--- src/rtl/hextile_rectangle_decoder_macros.svh ---
// Assertion macros for the hextile rectangle decoder.
// Used by modules that carry concurrent checks; no other dependencies.
`ifndef HEXTILE_RECTANGLE_DECODER_MACROS_SVH
`define HEXTILE_RECTANGLE_DECODER_MACROS_SVH

// Check a property on every clock edge outside of reset.
`define HXT_ASSERT(label, prop, msg) \
   label: assert property (@(posedge clock) disable iff (reset) (prop)) else $error(msg);

// Check that a condition holds in the cycle after a trigger.
`define HXT_ASSERT_NEXT(label, trig, cond, msg) \
   label: assert property (@(posedge clock) disable iff (reset) (trig) |=> (cond)) \
      else $error(msg);

`endif

--- src/rtl/hxt_pkg.sv ---
// Shared types, constants and functions of the hextile rectangle decoder.
// No dependencies.
package hxt_pkg;

   localparam int COORD_BITS = 16;
   localparam logic [15:0] COORD_MASK = 16'((32'd1 << COORD_BITS) - 32'd1);

   // Tile flag bits
   localparam int F_RAW = 0;
   localparam int F_BG  = 1;
   localparam int F_FG  = 2;
   localparam int F_ANY = 3;
   localparam int F_COL = 4;

   // Configuration register indexes
   localparam logic [2:0] REG_BPP      = 3'd0;
   localparam logic [2:0] REG_RSHIFT   = 3'd1;
   localparam logic [2:0] REG_GSHIFT   = 3'd2;
   localparam logic [2:0] REG_BSHIFT   = 3'd3;
   localparam logic [2:0] REG_RMASK    = 3'd4;
   localparam logic [2:0] REG_GMASK    = 3'd5;
   localparam logic [2:0] REG_BMASK    = 3'd6;

   localparam logic OP_START = 1'b0;
   localparam logic OP_DATA  = 1'b1;

   localparam logic KIND_FILL  = 1'b0;
   localparam logic KIND_PIXEL = 1'b1;

   typedef enum logic [3:0] {
      PH_IDLE, PH_FLAGS, PH_RAW, PH_BG, PH_FG, PH_COUNT, PH_SCOL, PH_SXY, PH_SWH
   } phase_type;

   typedef struct packed {
      logic [2:0]  bpp;
      logic [4:0]  red_shift;
      logic [4:0]  green_shift;
      logic [4:0]  blue_shift;
      logic [15:0] red_mask;
      logic [15:0] green_mask;
      logic [15:0] blue_mask;
   } cfg_type;

   typedef struct packed {
      logic        kind;
      logic [15:0] pos_x;
      logic [15:0] pos_y;
      logic [4:0]  fill_width;
      logic [4:0]  fill_height;
      logic [7:0]  red;
      logic [7:0]  green;
      logic [7:0]  blue;
      logic [31:0] pixel_value;
      logic        rect_done;
   } rsp_type;

   // Bytes per pixel after clamping to 1..4
   function automatic logic [2:0] eff_bpp(input logic [2:0] bpp);
      if (bpp == 3'd0) return 3'd1;
      if (bpp > 3'd4) return 3'd4;
      return bpp;
   endfunction

   // 16-bit pixel to packed 8:8:8 colour
   function automatic logic [23:0] to_rgb(input logic [31:0] pix, input cfg_type cfg);
      logic [15:0] p;
      logic [15:0] r;
      logic [15:0] g;
      logic [15:0] b;
      p = pix[15:0];
      r = (p >> cfg.red_shift) & cfg.red_mask;
      g = (p >> cfg.green_shift) & cfg.green_mask;
      b = (p >> cfg.blue_shift) & cfg.blue_mask;
      return {r[4:0], 3'b000, g[5:0], 2'b00, b[4:0], 3'b000};
   endfunction

endpackage

--- src/rtl/hxt_parse.sv ---
// Hextile parse state machine: tile walk, header, raw and subrect decode.
// Depends on hxt_pkg.
module hxt_parse (
   input  logic              clock,
   input  logic              reset,
   input  logic              accept,
   input  logic              op,
   input  logic [15:0]       rect_left,
   input  logic [15:0]       rect_top,
   input  logic [15:0]       rect_width,
   input  logic [15:0]       rect_height,
   input  logic [7:0]        data_byte,
   input  hxt_pkg::cfg_type  cfg,
   output logic              push,
   output hxt_pkg::rsp_type  item
);

   hxt_pkg::phase_type phase_ff, phase_in;
   logic [15:0] origin_x_ff, origin_x_in, origin_y_ff, origin_y_in;
   logic [15:0] width_ff, width_in, height_ff, height_in;
   logic [11:0] col_ff, col_in, row_ff, row_in;
   logic [4:0]  flags_ff, flags_in;
   logic [23:0] bg_ff, bg_in, fg_ff, fg_in, sub_ff, sub_in;
   logic [7:0]  left_ff, left_in, spos_ff, spos_in;
   logic [1:0]  seen_ff, seen_in;
   logic [31:0] asm_ff, asm_in;
   logic [3:0]  raw_x_ff, raw_x_in, raw_y_ff, raw_y_in;

   logic [12:0] ncols, nrows;
   logic        last_col, last_row;
   logic [15:0] wrem, hrem;
   logic [4:0]  tw, th;
   logic [31:0] tb_asm;
   logic        tb_done;
   logic        is_bpp2;
   logic [23:0] conv, new_bg;
   logic        do_end;
   logic [3:0]  dx, dy;
   logic [7:0]  left_dec;

   always_comb begin
      ncols    = 13'(({1'b0, width_ff} + 17'd15) >> 4);
      nrows    = 13'(({1'b0, height_ff} + 17'd15) >> 4);
      last_col = ({1'b0, col_ff} + 13'd1) >= ncols;
      last_row = ({1'b0, row_ff} + 13'd1) >= nrows;
      wrem     = width_ff - {col_ff, 4'b0000};
      hrem     = height_ff - {row_ff, 4'b0000};
      tw       = last_col ? wrem[4:0] : 5'd16;
      th       = last_row ? hrem[4:0] : 5'd16;
      tb_asm   = ((seen_ff == 2'd0) ? 32'd0 : asm_ff)
                 | (32'(data_byte) << {seen_ff, 3'b000});
      tb_done  = ({1'b0, seen_ff} + 3'd1) >= hxt_pkg::eff_bpp(cfg.bpp);
      is_bpp2  = hxt_pkg::eff_bpp(cfg.bpp) == 3'd2;
      conv     = hxt_pkg::to_rgb(tb_asm, cfg);
      left_dec = left_ff - 8'd1;
   end

   always_ff @(posedge clock) begin
      if (reset) begin
         phase_ff <= hxt_pkg::PH_IDLE;
         origin_x_ff <= '0; origin_y_ff <= '0; width_ff <= '0; height_ff <= '0;
         col_ff <= '0; row_ff <= '0; flags_ff <= '0;
         bg_ff <= '0; fg_ff <= '0; sub_ff <= '0;
         left_ff <= '0; spos_ff <= '0; seen_ff <= '0; asm_ff <= '0;
         raw_x_ff <= '0; raw_y_ff <= '0;
      end else begin
         phase_ff <= phase_in;
         origin_x_ff <= origin_x_in; origin_y_ff <= origin_y_in;
         width_ff <= width_in; height_ff <= height_in;
         col_ff <= col_in; row_ff <= row_in; flags_ff <= flags_in;
         bg_ff <= bg_in; fg_ff <= fg_in; sub_ff <= sub_in;
         left_ff <= left_in; spos_ff <= spos_in; seen_ff <= seen_in; asm_ff <= asm_in;
         raw_x_ff <= raw_x_in; raw_y_ff <= raw_y_in;
      end
   end

   always_comb begin
      phase_in = phase_ff;
      origin_x_in = origin_x_ff; origin_y_in = origin_y_ff;
      width_in = width_ff; height_in = height_ff;
      col_in = col_ff; row_in = row_ff; flags_in = flags_ff;
      bg_in = bg_ff; fg_in = fg_ff; sub_in = sub_ff;
      left_in = left_ff; spos_in = spos_ff; seen_in = seen_ff; asm_in = asm_ff;
      raw_x_in = raw_x_ff; raw_y_in = raw_y_ff;
      push = 1'b0;
      do_end = 1'b0;
      dx = 4'd0;
      dy = 4'd0;
      new_bg = bg_ff;
      item.kind = hxt_pkg::KIND_FILL;
      item.fill_width = tw;
      item.fill_height = th;
      item.pixel_value = 32'd0;
      item.rect_done = 1'b0;
      {item.red, item.green, item.blue} = bg_ff;

      if (accept && op == hxt_pkg::OP_START) begin
         origin_x_in = rect_left; origin_y_in = rect_top;
         width_in = rect_width; height_in = rect_height;
         col_in = '0; row_in = '0; flags_in = '0;
         bg_in = '0; fg_in = '0; sub_in = '0;
         left_in = '0; spos_in = '0; seen_in = '0; asm_in = '0;
         raw_x_in = '0; raw_y_in = '0;
         phase_in = (rect_width == 16'd0 || rect_height == 16'd0) ?
                    hxt_pkg::PH_IDLE : hxt_pkg::PH_FLAGS;
      end else if (accept) begin
         case (phase_ff)
            hxt_pkg::PH_FLAGS: begin
               flags_in = data_byte[4:0];
               seen_in = 2'd0;
               if (data_byte[hxt_pkg::F_RAW]) begin
                  raw_x_in = '0; raw_y_in = '0;
                  phase_in = hxt_pkg::PH_RAW;
               end else if (data_byte[hxt_pkg::F_BG]) begin
                  phase_in = hxt_pkg::PH_BG;
               end else if (data_byte[hxt_pkg::F_FG]) begin
                  phase_in = hxt_pkg::PH_FG;
               end else if (data_byte[hxt_pkg::F_ANY]) begin
                  phase_in = hxt_pkg::PH_COUNT;
               end else begin
                  push = 1'b1;
                  do_end = 1'b1;
               end
            end
            hxt_pkg::PH_RAW: begin
               seen_in = tb_done ? 2'd0 : seen_ff + 2'd1;
               asm_in = tb_asm;
               if (tb_done) begin
                  push = 1'b1;
                  item.kind = hxt_pkg::KIND_PIXEL;
                  dx = raw_x_ff; dy = raw_y_ff;
                  item.fill_width = 5'd1; item.fill_height = 5'd1;
                  {item.red, item.green, item.blue} = 24'd0;
                  item.pixel_value = tb_asm;
                  if ({1'b0, raw_x_ff} == tw - 5'd1) begin
                     if ({1'b0, raw_y_ff} == th - 5'd1) begin
                        do_end = 1'b1;
                     end else begin
                        raw_x_in = '0;
                        raw_y_in = raw_y_ff + 4'd1;
                     end
                  end else begin
                     raw_x_in = raw_x_ff + 4'd1;
                  end
               end
            end
            hxt_pkg::PH_BG: begin
               seen_in = tb_done ? 2'd0 : seen_ff + 2'd1;
               asm_in = tb_asm;
               if (tb_done) begin
                  new_bg = is_bpp2 ? conv : bg_ff;
                  bg_in = new_bg;
                  if (flags_ff[hxt_pkg::F_FG]) begin
                     phase_in = hxt_pkg::PH_FG;
                  end else if (flags_ff[hxt_pkg::F_ANY]) begin
                     phase_in = hxt_pkg::PH_COUNT;
                  end else begin
                     push = 1'b1;
                     {item.red, item.green, item.blue} = new_bg;
                     do_end = 1'b1;
                  end
               end
            end
            hxt_pkg::PH_FG: begin
               seen_in = tb_done ? 2'd0 : seen_ff + 2'd1;
               asm_in = tb_asm;
               if (tb_done) begin
                  fg_in = is_bpp2 ? conv : fg_ff;
                  if (flags_ff[hxt_pkg::F_ANY]) begin
                     phase_in = hxt_pkg::PH_COUNT;
                  end else begin
                     push = 1'b1;
                     do_end = 1'b1;
                  end
               end
            end
            hxt_pkg::PH_COUNT: begin
               left_in = data_byte;
               push = 1'b1;
               if (data_byte == 8'd0) begin
                  do_end = 1'b1;
               end else begin
                  phase_in = flags_ff[hxt_pkg::F_COL] ? hxt_pkg::PH_SCOL : hxt_pkg::PH_SXY;
               end
            end
            hxt_pkg::PH_SCOL: begin
               seen_in = tb_done ? 2'd0 : seen_ff + 2'd1;
               asm_in = tb_asm;
               if (tb_done) begin
                  sub_in = is_bpp2 ? conv : sub_ff;
                  phase_in = hxt_pkg::PH_SXY;
               end
            end
            hxt_pkg::PH_SXY: begin
               spos_in = data_byte;
               phase_in = hxt_pkg::PH_SWH;
            end
            hxt_pkg::PH_SWH: begin
               push = 1'b1;
               dx = spos_ff[7:4]; dy = spos_ff[3:0];
               item.fill_width = {1'b0, data_byte[7:4]} + 5'd1;
               item.fill_height = {1'b0, data_byte[3:0]} + 5'd1;
               {item.red, item.green, item.blue} = flags_ff[hxt_pkg::F_COL] ? sub_ff : fg_ff;
               left_in = left_dec;
               if (left_dec == 8'd0) begin
                  do_end = 1'b1;
               end else begin
                  phase_in = flags_ff[hxt_pkg::F_COL] ? hxt_pkg::PH_SCOL : hxt_pkg::PH_SXY;
               end
            end
            default: begin
            end
         endcase

         // Finish the tile: advance the walk or close the rectangle
         if (do_end) begin
            if (last_col && last_row) begin
               phase_in = hxt_pkg::PH_IDLE;
               item.rect_done = 1'b1;
            end else begin
               phase_in = hxt_pkg::PH_FLAGS;
               if (last_col) begin
                  col_in = '0;
                  row_in = row_ff + 12'd1;
               end else begin
                  col_in = col_ff + 12'd1;
               end
            end
         end
      end

      item.pos_x = (origin_x_ff + {col_ff, 4'b0000} + {12'd0, dx}) & hxt_pkg::COORD_MASK;
      item.pos_y = (origin_y_ff + {row_ff, 4'b0000} + {12'd0, dy}) & hxt_pkg::COORD_MASK;
   end

endmodule

--- src/rtl/hxt_outbuf.sv ---
// Result register with one skid entry, decoupling the parser from rsp_stall.
// Depends on hxt_pkg and the assertion macro header.
`include "hextile_rectangle_decoder_macros.svh"
module hxt_outbuf (
   input  logic             clock,
   input  logic             reset,
   input  logic             push,
   input  hxt_pkg::rsp_type item,
   input  logic             out_stall,
   output logic             out_valid,
   output hxt_pkg::rsp_type out_item,
   output logic             full
);

   logic             out_valid_ff, skid_valid_ff;
   hxt_pkg::rsp_type out_ff, skid_ff;
   logic             pop;

   assign pop       = out_valid_ff && !out_stall;
   assign out_valid = out_valid_ff;
   assign out_item  = out_ff;
   assign full      = skid_valid_ff;

   always_ff @(posedge clock) begin
      if (reset) begin
         out_valid_ff  <= 1'b0;
         skid_valid_ff <= 1'b0;
      end else if (skid_valid_ff) begin
         if (pop) begin
            skid_valid_ff <= 1'b0;
         end
      end else if (push) begin
         if (!out_valid_ff || pop) begin
            out_valid_ff <= 1'b1;
         end else begin
            skid_valid_ff <= 1'b1;
         end
      end else if (pop) begin
         out_valid_ff <= 1'b0;
      end
   end

   always_ff @(posedge clock) begin
      if (skid_valid_ff) begin
         if (pop) begin
            out_ff <= skid_ff;
         end
      end else if (push) begin
         if (!out_valid_ff || pop) begin
            out_ff <= item;
         end else begin
            skid_ff <= item;
         end
      end
   end

   `HXT_ASSERT(a_skid_needs_out, !skid_valid_ff || out_valid_ff, "skid filled while output empty")
   `HXT_ASSERT(a_no_push_when_full, !(push && skid_valid_ff), "result pushed into full buffer")
   `HXT_ASSERT_NEXT(a_stalled_kept, out_valid_ff && out_stall, out_valid_ff, "stalled result lost")

endmodule

--- src/rtl/hextile_rectangle_decoder.sv ---
// Top level of the hextile rectangle decoder: CSR block, parser, result buffer.
// Depends on hxt_pkg, hxt_parse and hxt_outbuf.
//
//   channel  | handshake           | payload
//   ---------+---------------------+--------------------------------------------
//   req      | req_valid/req_stall | op, rect geometry, data_byte
//   rsp      | rsp_valid/rsp_stall | kind, pos, fill size, colour, pixel, done
//   csr      | csr_valid/csr_ready | csr_index, csr_wdata
//
// One request transfer per cycle unless req_stall is high; each byte is parsed
// in the cycle it arrives. A result is registered before it appears on rsp.
// The result register plus one skid entry absorb rsp_stall; req_stall rises
// only while the skid entry is occupied.
// Synchronous active-high reset returns to idle with the default pixel format.
// csr writes are always taken (csr_ready is tied high).
module hextile_rectangle_decoder (
   input  logic        clock,
   input  logic        reset,
   input  logic        req_valid,
   output logic        req_stall,
   input  logic        req_op,
   input  logic [15:0] req_rect_left,
   input  logic [15:0] req_rect_top,
   input  logic [15:0] req_rect_width,
   input  logic [15:0] req_rect_height,
   input  logic [7:0]  req_data_byte,
   output logic        rsp_valid,
   input  logic        rsp_stall,
   output logic        rsp_kind,
   output logic [15:0] rsp_pos_x,
   output logic [15:0] rsp_pos_y,
   output logic [4:0]  rsp_fill_width,
   output logic [4:0]  rsp_fill_height,
   output logic [7:0]  rsp_red,
   output logic [7:0]  rsp_green,
   output logic [7:0]  rsp_blue,
   output logic [31:0] rsp_pixel_value,
   output logic        rsp_rect_done,
   input  logic        csr_valid,
   output logic        csr_ready,
   input  logic [2:0]  csr_index,
   input  logic [15:0] csr_wdata
);

   hxt_pkg::cfg_type cfg_ff;
   hxt_pkg::rsp_type item, out_item;
   logic             accept, push, full;

   assign csr_ready = 1'b1;
   assign req_stall = full;
   assign accept    = req_valid && !full;

   // Configuration registers; reset to 16-bit 5:6:5 pixels
   always_ff @(posedge clock) begin
      if (reset) begin
         cfg_ff.bpp         <= 3'd2;
         cfg_ff.red_shift   <= 5'd11;
         cfg_ff.green_shift <= 5'd5;
         cfg_ff.blue_shift  <= 5'd0;
         cfg_ff.red_mask    <= 16'd31;
         cfg_ff.green_mask  <= 16'd63;
         cfg_ff.blue_mask   <= 16'd31;
      end else if (csr_valid && csr_ready) begin
         case (csr_index)
            hxt_pkg::REG_BPP:    cfg_ff.bpp         <= csr_wdata[2:0];
            hxt_pkg::REG_RSHIFT: cfg_ff.red_shift   <= csr_wdata[4:0];
            hxt_pkg::REG_GSHIFT: cfg_ff.green_shift <= csr_wdata[4:0];
            hxt_pkg::REG_BSHIFT: cfg_ff.blue_shift  <= csr_wdata[4:0];
            hxt_pkg::REG_RMASK:  cfg_ff.red_mask    <= csr_wdata;
            hxt_pkg::REG_GMASK:  cfg_ff.green_mask  <= csr_wdata;
            hxt_pkg::REG_BMASK:  cfg_ff.blue_mask   <= csr_wdata;
            default: begin
               // unused index: drop the write
            end
         endcase
      end
   end

   hxt_parse u_parse (
      .clock       (clock),
      .reset       (reset),
      .accept      (accept),
      .op          (req_op),
      .rect_left   (req_rect_left),
      .rect_top    (req_rect_top),
      .rect_width  (req_rect_width),
      .rect_height (req_rect_height),
      .data_byte   (req_data_byte),
      .cfg         (cfg_ff),
      .push        (push),
      .item        (item)
   );

   hxt_outbuf u_outbuf (
      .clock     (clock),
      .reset     (reset),
      .push      (push),
      .item      (item),
      .out_stall (rsp_stall),
      .out_valid (rsp_valid),
      .out_item  (out_item),
      .full      (full)
   );

   assign rsp_kind        = out_item.kind;
   assign rsp_pos_x       = out_item.pos_x;
   assign rsp_pos_y       = out_item.pos_y;
   assign rsp_fill_width  = out_item.fill_width;
   assign rsp_fill_height = out_item.fill_height;
   assign rsp_red         = out_item.red;
   assign rsp_green       = out_item.green;
   assign rsp_blue        = out_item.blue;
   assign rsp_pixel_value = out_item.pixel_value;
   assign rsp_rect_done   = out_item.rect_done;

endmodule

--- config.mk ---
export PLATFORM = sky130hd
export DESIGN_NAME = hextile_rectangle_decoder
export DESIGN_NICKNAME = d
export VERILOG_FILES = /design/src/rtl/hxt_pkg.sv /design/src/rtl/hxt_parse.sv /design/src/rtl/hxt_outbuf.sv /design/src/rtl/hextile_rectangle_decoder.sv
export VERILOG_INCLUDE_DIRS = /design/src /design/src/rtl
export SDC_FILE = /design/constraint.sdc
export NUM_CORES = 1
export LEC_CHECK = 0
export ABC_CLOCK_PERIOD_IN_PS = 8500
export BUFFER_PORTS_ARGS = -buffer_cell sky130_fd_sc_hd__buf_2
export CAP_MARGIN = 25
export CORE_ASPECT_RATIO = 0.75
export CORE_MARGIN = 4
export CORE_UTILIZATION = 50
export CTS_CLUSTER_SIZE = 10
export DETAILED_ROUTE_END_ITERATION = 12
export HOLD_SLACK_MARGIN = 0.05
export PLACE_DENSITY = 0.71
export RECOVER_POWER = 25
export SKIP_CTS_REPAIR_TIMING = 1
export SLEW_MARGIN = 10
export SYNTH_ARGS = -nofsm -noshare
export SYNTH_HDL_FRONTEND = slang
export SYNTH_SLANG_ARGS = --single-unit
--- constraint.sdc ---
create_clock -name clock -period 8.5 [get_ports clock]
set_clock_uncertainty 0.1 [all_clocks]
set_input_delay 2.55 -clock clock [delete_from_list [all_inputs] [get_ports clock]]
set_output_delay 2.55 -clock clock [all_outputs]
set_load 0.01 [all_outputs]
## Word level (Yosys, flattened, before mapping)

Cells that the tools add are included.

| cells by class | value |
|---|---|
| add/subtract/negate cells | 21 |
| multiply operators | 0 |
| div/mod/pow operators | 0 |
| magnitude comparators | 4 |
| equal/unequal tests | 30 |
| shift operators | 4 |
| muxes and demuxes | 96 |
| bitwise operators | 8 |
| reductions and logical operators | 50 |

Operators with widths:

| kind | count |
|---|---|
| $mux W100 | 4 |
| $mux W67 | 2 |
| $mux W24 | 5 |
| $mux W4 | 27 |
| $pmux W24 S3 | 1 |
| $mux W66 | 1 |
| $mux W32 | 2 |
| $mux W1 | 36 |
| $add A16 B4 Y17 const B | 2 |
| $add A16 B16 Y16 | 2 |
| $add A16 B4 Y16 | 2 |
| $logic_not A16 Y1 | 2 |
| $or A32 B32 Y32 | 1 |
| $pmux W4 S2 | 4 |
| $shl A8 B5 Y32 | 1 |
| $shr A16 B5 Y5 | 2 |
| $pmux W4 S7 | 1 |
| $add A12 B1 Y13 const B | 2 |
| $ge A13 B13 Y1 | 2 |
| $add A12 B1 Y12 const B | 2 |
| $reduce_and A2 Y1 | 12 |
| $pmux W10 S2 | 1 |
| $eq A4 B3 Y1 const B | 4 |
| $logic_not A8 Y1 | 2 |
| 48 further kinds | 93 |

| word-level totals | value |
|---|---|
| flip-flop bits (word level) | 447 |
| bits in latches | 0 |
| memory bits (writable) | 0 |
| bits in read-only memories | 0 |
| input bits | 97 |
| output and inout bits | 103 |
| logic and storage cells | 259 |
| memories | 0 |

## Depth between registers and ports, before layout

| logic depth | value |
|---|---|
| word-level depth | 17 |
| mapped depth | 27 |
| gate-level depth less buffers | 25 |

## Modules after synthesis

A second synthesis with hierarchy kept.

| second synthesis, totals | value |
|---|---|
| cell total of the unflattened synthesis | 2346 |
| area total of the unflattened synthesis | 24507.3 µm² |

Modules (own cells, without submodules):

| module | times used | cells an instance | area each (µm²) | seq. area each (µm²) |
|---|---|---|---|---|
| hxt_parse | 1 | 1768 | 14219.9 | 4184.0 |
| hxt_outbuf | 1 | 324 | 7547.2 | 6045.8 |
| hextile_rectangle_decoder | 1 | 254 | 2740.1 | 1321.3 |

## Worst setup path before layout

No wires, ideal clock.

| path | value |
|---|---|
| path kind | input-to-reg |
| start | input req_data_byte[3] |
| end | register u_outbuf.out_ff (netlist bit u_outbuf.out_item[0]) (enable) |
| setup time | 0.592 ns |
| data arrival time | 8.424 ns |
| required time | 7.808 ns |
| path slack | -0.617 ns |
| cell stages on the path | 8 |
| path through | clkbuf_1 -> nor4_1 -> nand2_1 -> o31ai_1 -> o221ai_1 -> a21oi_1 -> nor2_1 -> a21oi_1 |

| on the way | value |
|---|---|
| longest elaborated chain between the ends | 9 |

RTL lines:

| element | RTL line | source |
|---|---|---|
| start, declared | hextile_rectangle_decoder.sv:26 | `input logic [7:0] req_data_byte,` |
| $mux W1 | hxt_parse.sv:118 | `end else if (data_byte[hxt_pkg::F_ANY]) begin` |
| $mux W1 | hxt_parse.sv:116 | `end else if (data_byte[hxt_pkg::F_FG]) begin` |
| $mux W1 | hxt_parse.sv:114 | `end else if (data_byte[hxt_pkg::F_BG]) begin` |
| $mux W1 | hxt_parse.sv:111 | `if (data_byte[hxt_pkg::F_RAW]) begin` |
| $pmux W1 S5 | hxt_parse.sv:107 | `case (phase_ff)` |
| $mux W1 | hxt_parse.sv:106 | `end else if (accept) begin` |
| $mux W1 | hxt_parse.sv:97 | `if (accept && op == hxt_pkg::OP_START) begin` |
| $reduce_bool A2 Y1 (no line) | - |  |
| $reduce_and A3 Y1 (no line) | - |  |
| end signal, assigned | hxt_outbuf.sv:46 | `out_ff <= skid_ff;` |
| end signal, assigned | hxt_outbuf.sv:50 | `out_ff <= item;` |
| end, declared | hxt_outbuf.sv:16 | `hxt_pkg::rsp_type out_ff, skid_ff;` |

Every way passes these cells.
A chain may end at the register's enable or synchronous reset.

==> results by group <==
Status
  • Outcome: finished, violations left
  • Failing checks: max-capacitance violations, max-slew violations

Drt
  • Iter 0 DRT Violations: 2018
  • TritonRoute pass-1 iters: 6
  • WL met3: 6.24 mm
  • Total number of vias: 18700
  • DRT Wirelength: 63.7 mm
  • Routed vias/inst: 6.03
  • Post-route ant nets: 0
  • M1 wire length: 29.9 mm
  • Max layer used: met4
  • # DRC: 0
  • WL met2: 26.0 mm
  • DR WL/cell: 20.6 µm

Logic synthesis
  • Top post-synthesis cells by area: edfxtp_1 26%, dfxtp_1 21%, nand2_1 5.7%
  • Post-synth design cell area: 23000 µm²
  • Yosys top cell by area: edfxtp_1
  • Post-synth EDFFs: 200
  • Most used DFF post-synth: dfxtp_1
  • Register area share after synthesis: 47.5%
  • FFs w/ async S/R, synth: 0%
  • Post-Synthesis Cells: 2346
  • Synth cell types: 94
  • Mean Syn Cell Area: 9.80 µm²
  • Synth warnings: 0
  • Seq cells post-synth: 445
  • Post-synth net total: 2519
  • Yosys top cell area share: 26.1%

Worst hold path
  • Tightest Hold Check Type: reg2reg

Global route
  • First-pass GRT wire length: 99.7 mm
  • Initial antenna violation count: 0
  • GRT overflow: 0
  • Vias in the first global route: 17700
  • Overall Global Routing Usage: 24.8%
  • Largest net degree at the start of global routing: 100

Critical path
  • Setup crit start kind: flop
  • Critical Path RT: 8.75 ns
  • Critical path capture point type: flop
  • Worst Path Max Fanout: 18
  • Arr. time, crit path: 7.24 ns
  • Kind of critical path: reg2reg

Cells and area
  • Area growth syn-to-layout: 12.5%
  • FILL cells: 3845
  • Share of cells above drive strength 1: 15.1%
  • Core Util, Final: 57.4%
  • Final nets: 2650
  • Ant. Diodes: 0
  • Commonest cells after routing, fill and taps aside: 347 x nand2_1, 244 x dfxtp_1, 210 x nor2_1, 200 x edfxtp_1, 190 x a21oi_1
  • Most common cell after layout, fill and taps aside: nand2_1

Flow run
  • Number of max-cap violations: 2

STA
  • Max-slew violations: 108
  • Crit path time final: 6.99 ns
  • Fin worst setup slack: 1.51 ns
  • Max-slew headroom: -129%
  • Final Hold Viols: 0
  • RSZ-0062 raised after global routing: no
  • TNS Setup: 0 ns
  • Worst Tran Pin Value: 3.43 ns
  • Fin crit share: 82.3%
  • Maximum clock frequency: 143 MHz
  • Setup-failing EPs final: 0

Power and ir drop
  • Clock power frac: 43.5%
  • Pint: 3510 µW
  • Net Sw Frac: 24.1%
  • Pwr per Cell Area: 179 nW/µm²
  • Sw power: 1110 µW
  • LEAKAGE: 0.00985 µW
  • Comb pwr share: 7.3%
  • Power share of the sequential group: 49.2%
  • Peak VDD IR: 0.134 mV

Die
  • I/O pins: 200
  • Die ar.: 49500 µm²
  • Die width: 256 µm
  • Die height: 194 µm
  • # rows: 67
  • Initial Util: 51.0%
  • Core area: 45000 µm²

Placement
  • Port bufs: 188
  • Place WS: 1.79 ns
  • DP HPWL: 43.9 mm
  • GPL Wtd Cong: 0.924

Clock tree
  • Clk_lat worst skew: 0.61 ns
  • Inserted Clock Buffers: 51
  • H-tree levels: 2
  • CTS tree: done
  • Clock sink count: 445
  • Clock Pin Slew Worst Setup and Hold Paths: 0.06 ns
  • Root buf cell: clkbuf_16
  • Worst-case clock buffer depth: 3
==> worst max-delay path, cell delays in order, from the launching register on <==
cell and delay, ns:
dfxtp_1 0.64, ha_1 0.34, and3_1 0.25, and3_1 0.25
inv_1 0.08, nor3_1 0.31, inv_1 0.11, nor3_1 0.41
inv_1 0.12, nor3_1 0.42, ha_1 0.33, and4_1 0.22
a22oi_1 0.41, nand2_1 0.34, nand2_1 0.16, ha_1 0.23
nor3b_1 0.32, xnor2_1 0.14, nand4_2 0.14, a211oi_2 0.07
a211o_2 0.37, a31oi_4 0.56, nor3_1 0.20, a21o_1 0.19
==> power groups by stage <==
stage | logic, µW | clock network [µW] | registers, µW
6_report | 336 | 2010 | 2280
5_1_grt | 364 | 2130 | 2280
4_1_cts | 328 | 2050 | 2270
3_5_place_dp | 325 | 0 | 2320
3_3_place_gp | 315 | 0 | 2320
2_1_floorplan | 227 | 0 | 2300
==> synthesized netlist by cell type (all sizes together) (23+ instances only) <==
master  number
a211oi      34
a21o        46
a21oi      192
a22oi       58
and2        23
and3        35
buf         35
clkbuf     108
dfxtp      245
edfxtp     200
ha          74
inv         62
mux2        66
mux2i       73
mux4        34
nand2      347
nand3       49
nor2       214
nor2b       26
nor3        37
o21ai       72
xnor2       51
xor2        34
==> routing by layer <==
metal	global-route usage, %	vias to the layer above
met4	7.05	0
li1	-	8737
met1	38.1	9046
met5	0	-
met2	34.9	788
met3	5.69	113
==> through the flow <==
step	hold WS, ns	area [µm²]	power (µW)	instances
after global routing	0.376	25900	4770	3099
after global placement	0.335	24300	2630	3002
after floorplan	0.328	23000	2530	2346
final	0.350	25900	4630	3099
after CTS	0.350	25900	4650	3095
after detailed placement	0.343	24400	2650	3006
==> area by class of cell <==
| cell class | count | area, µm² | area share (%) |
|---|---|---|---|
| Sequential cell | 445 | 10900 | 42.2 |
| Tap cell | 586 | 733 | 2.84 |
| Inverter | 63 | 236 | 0.915 |
| Timing Repair Buffer | 221 | 1180 | 4.57 |
| Multi-Input combinational cell | 1695 | 11300 | 43.7 |
| Clock inverter | 3 | 55.1 | 0.213 |
| Clock buffer | 86 | 1440 | 5.56 |
==> final timing paths <==
path	from	slack, ns	cells past startpoint	end
max reg2reg	u_parse.row_ff[0]	1.51	23	u_outbuf.out_item[0]
min reg2reg	u_parse.sub_ff[13]	0.35	2	u_parse.sub_ff[13]
max	u_parse.row_ff[0]	1.51	23	u_outbuf.out_item[0]
min	u_parse.sub_ff[13]	0.35	2	u_parse.sub_ff[13]
==> sequential cells by signal, indices dropped and copies added (netlist names), 24 cells and up <==
signal / flops
u_parse.asm_ff: 32
u_outbuf.out_item: 100
u_parse.bg_ff: 24
u_outbuf.skid_ff: 100
cfg_ff: 34
==> cells by family (layout without fill, tap and decap cells) <==
family	after synthesis	count (layout)	share of synthesized area (%)
compound gates	530	530	15.3
xor+xnor	85	85	3.24
fa+ha+maj	76	76	4.20
buf+inv	206	373	3.53
flops	445	445	47.5
mux	173	173	9.75
other cells	1	1	0.0163
simple gates	830	830	16.4
No activity file was read; power rests on OpenSTA's default activity.
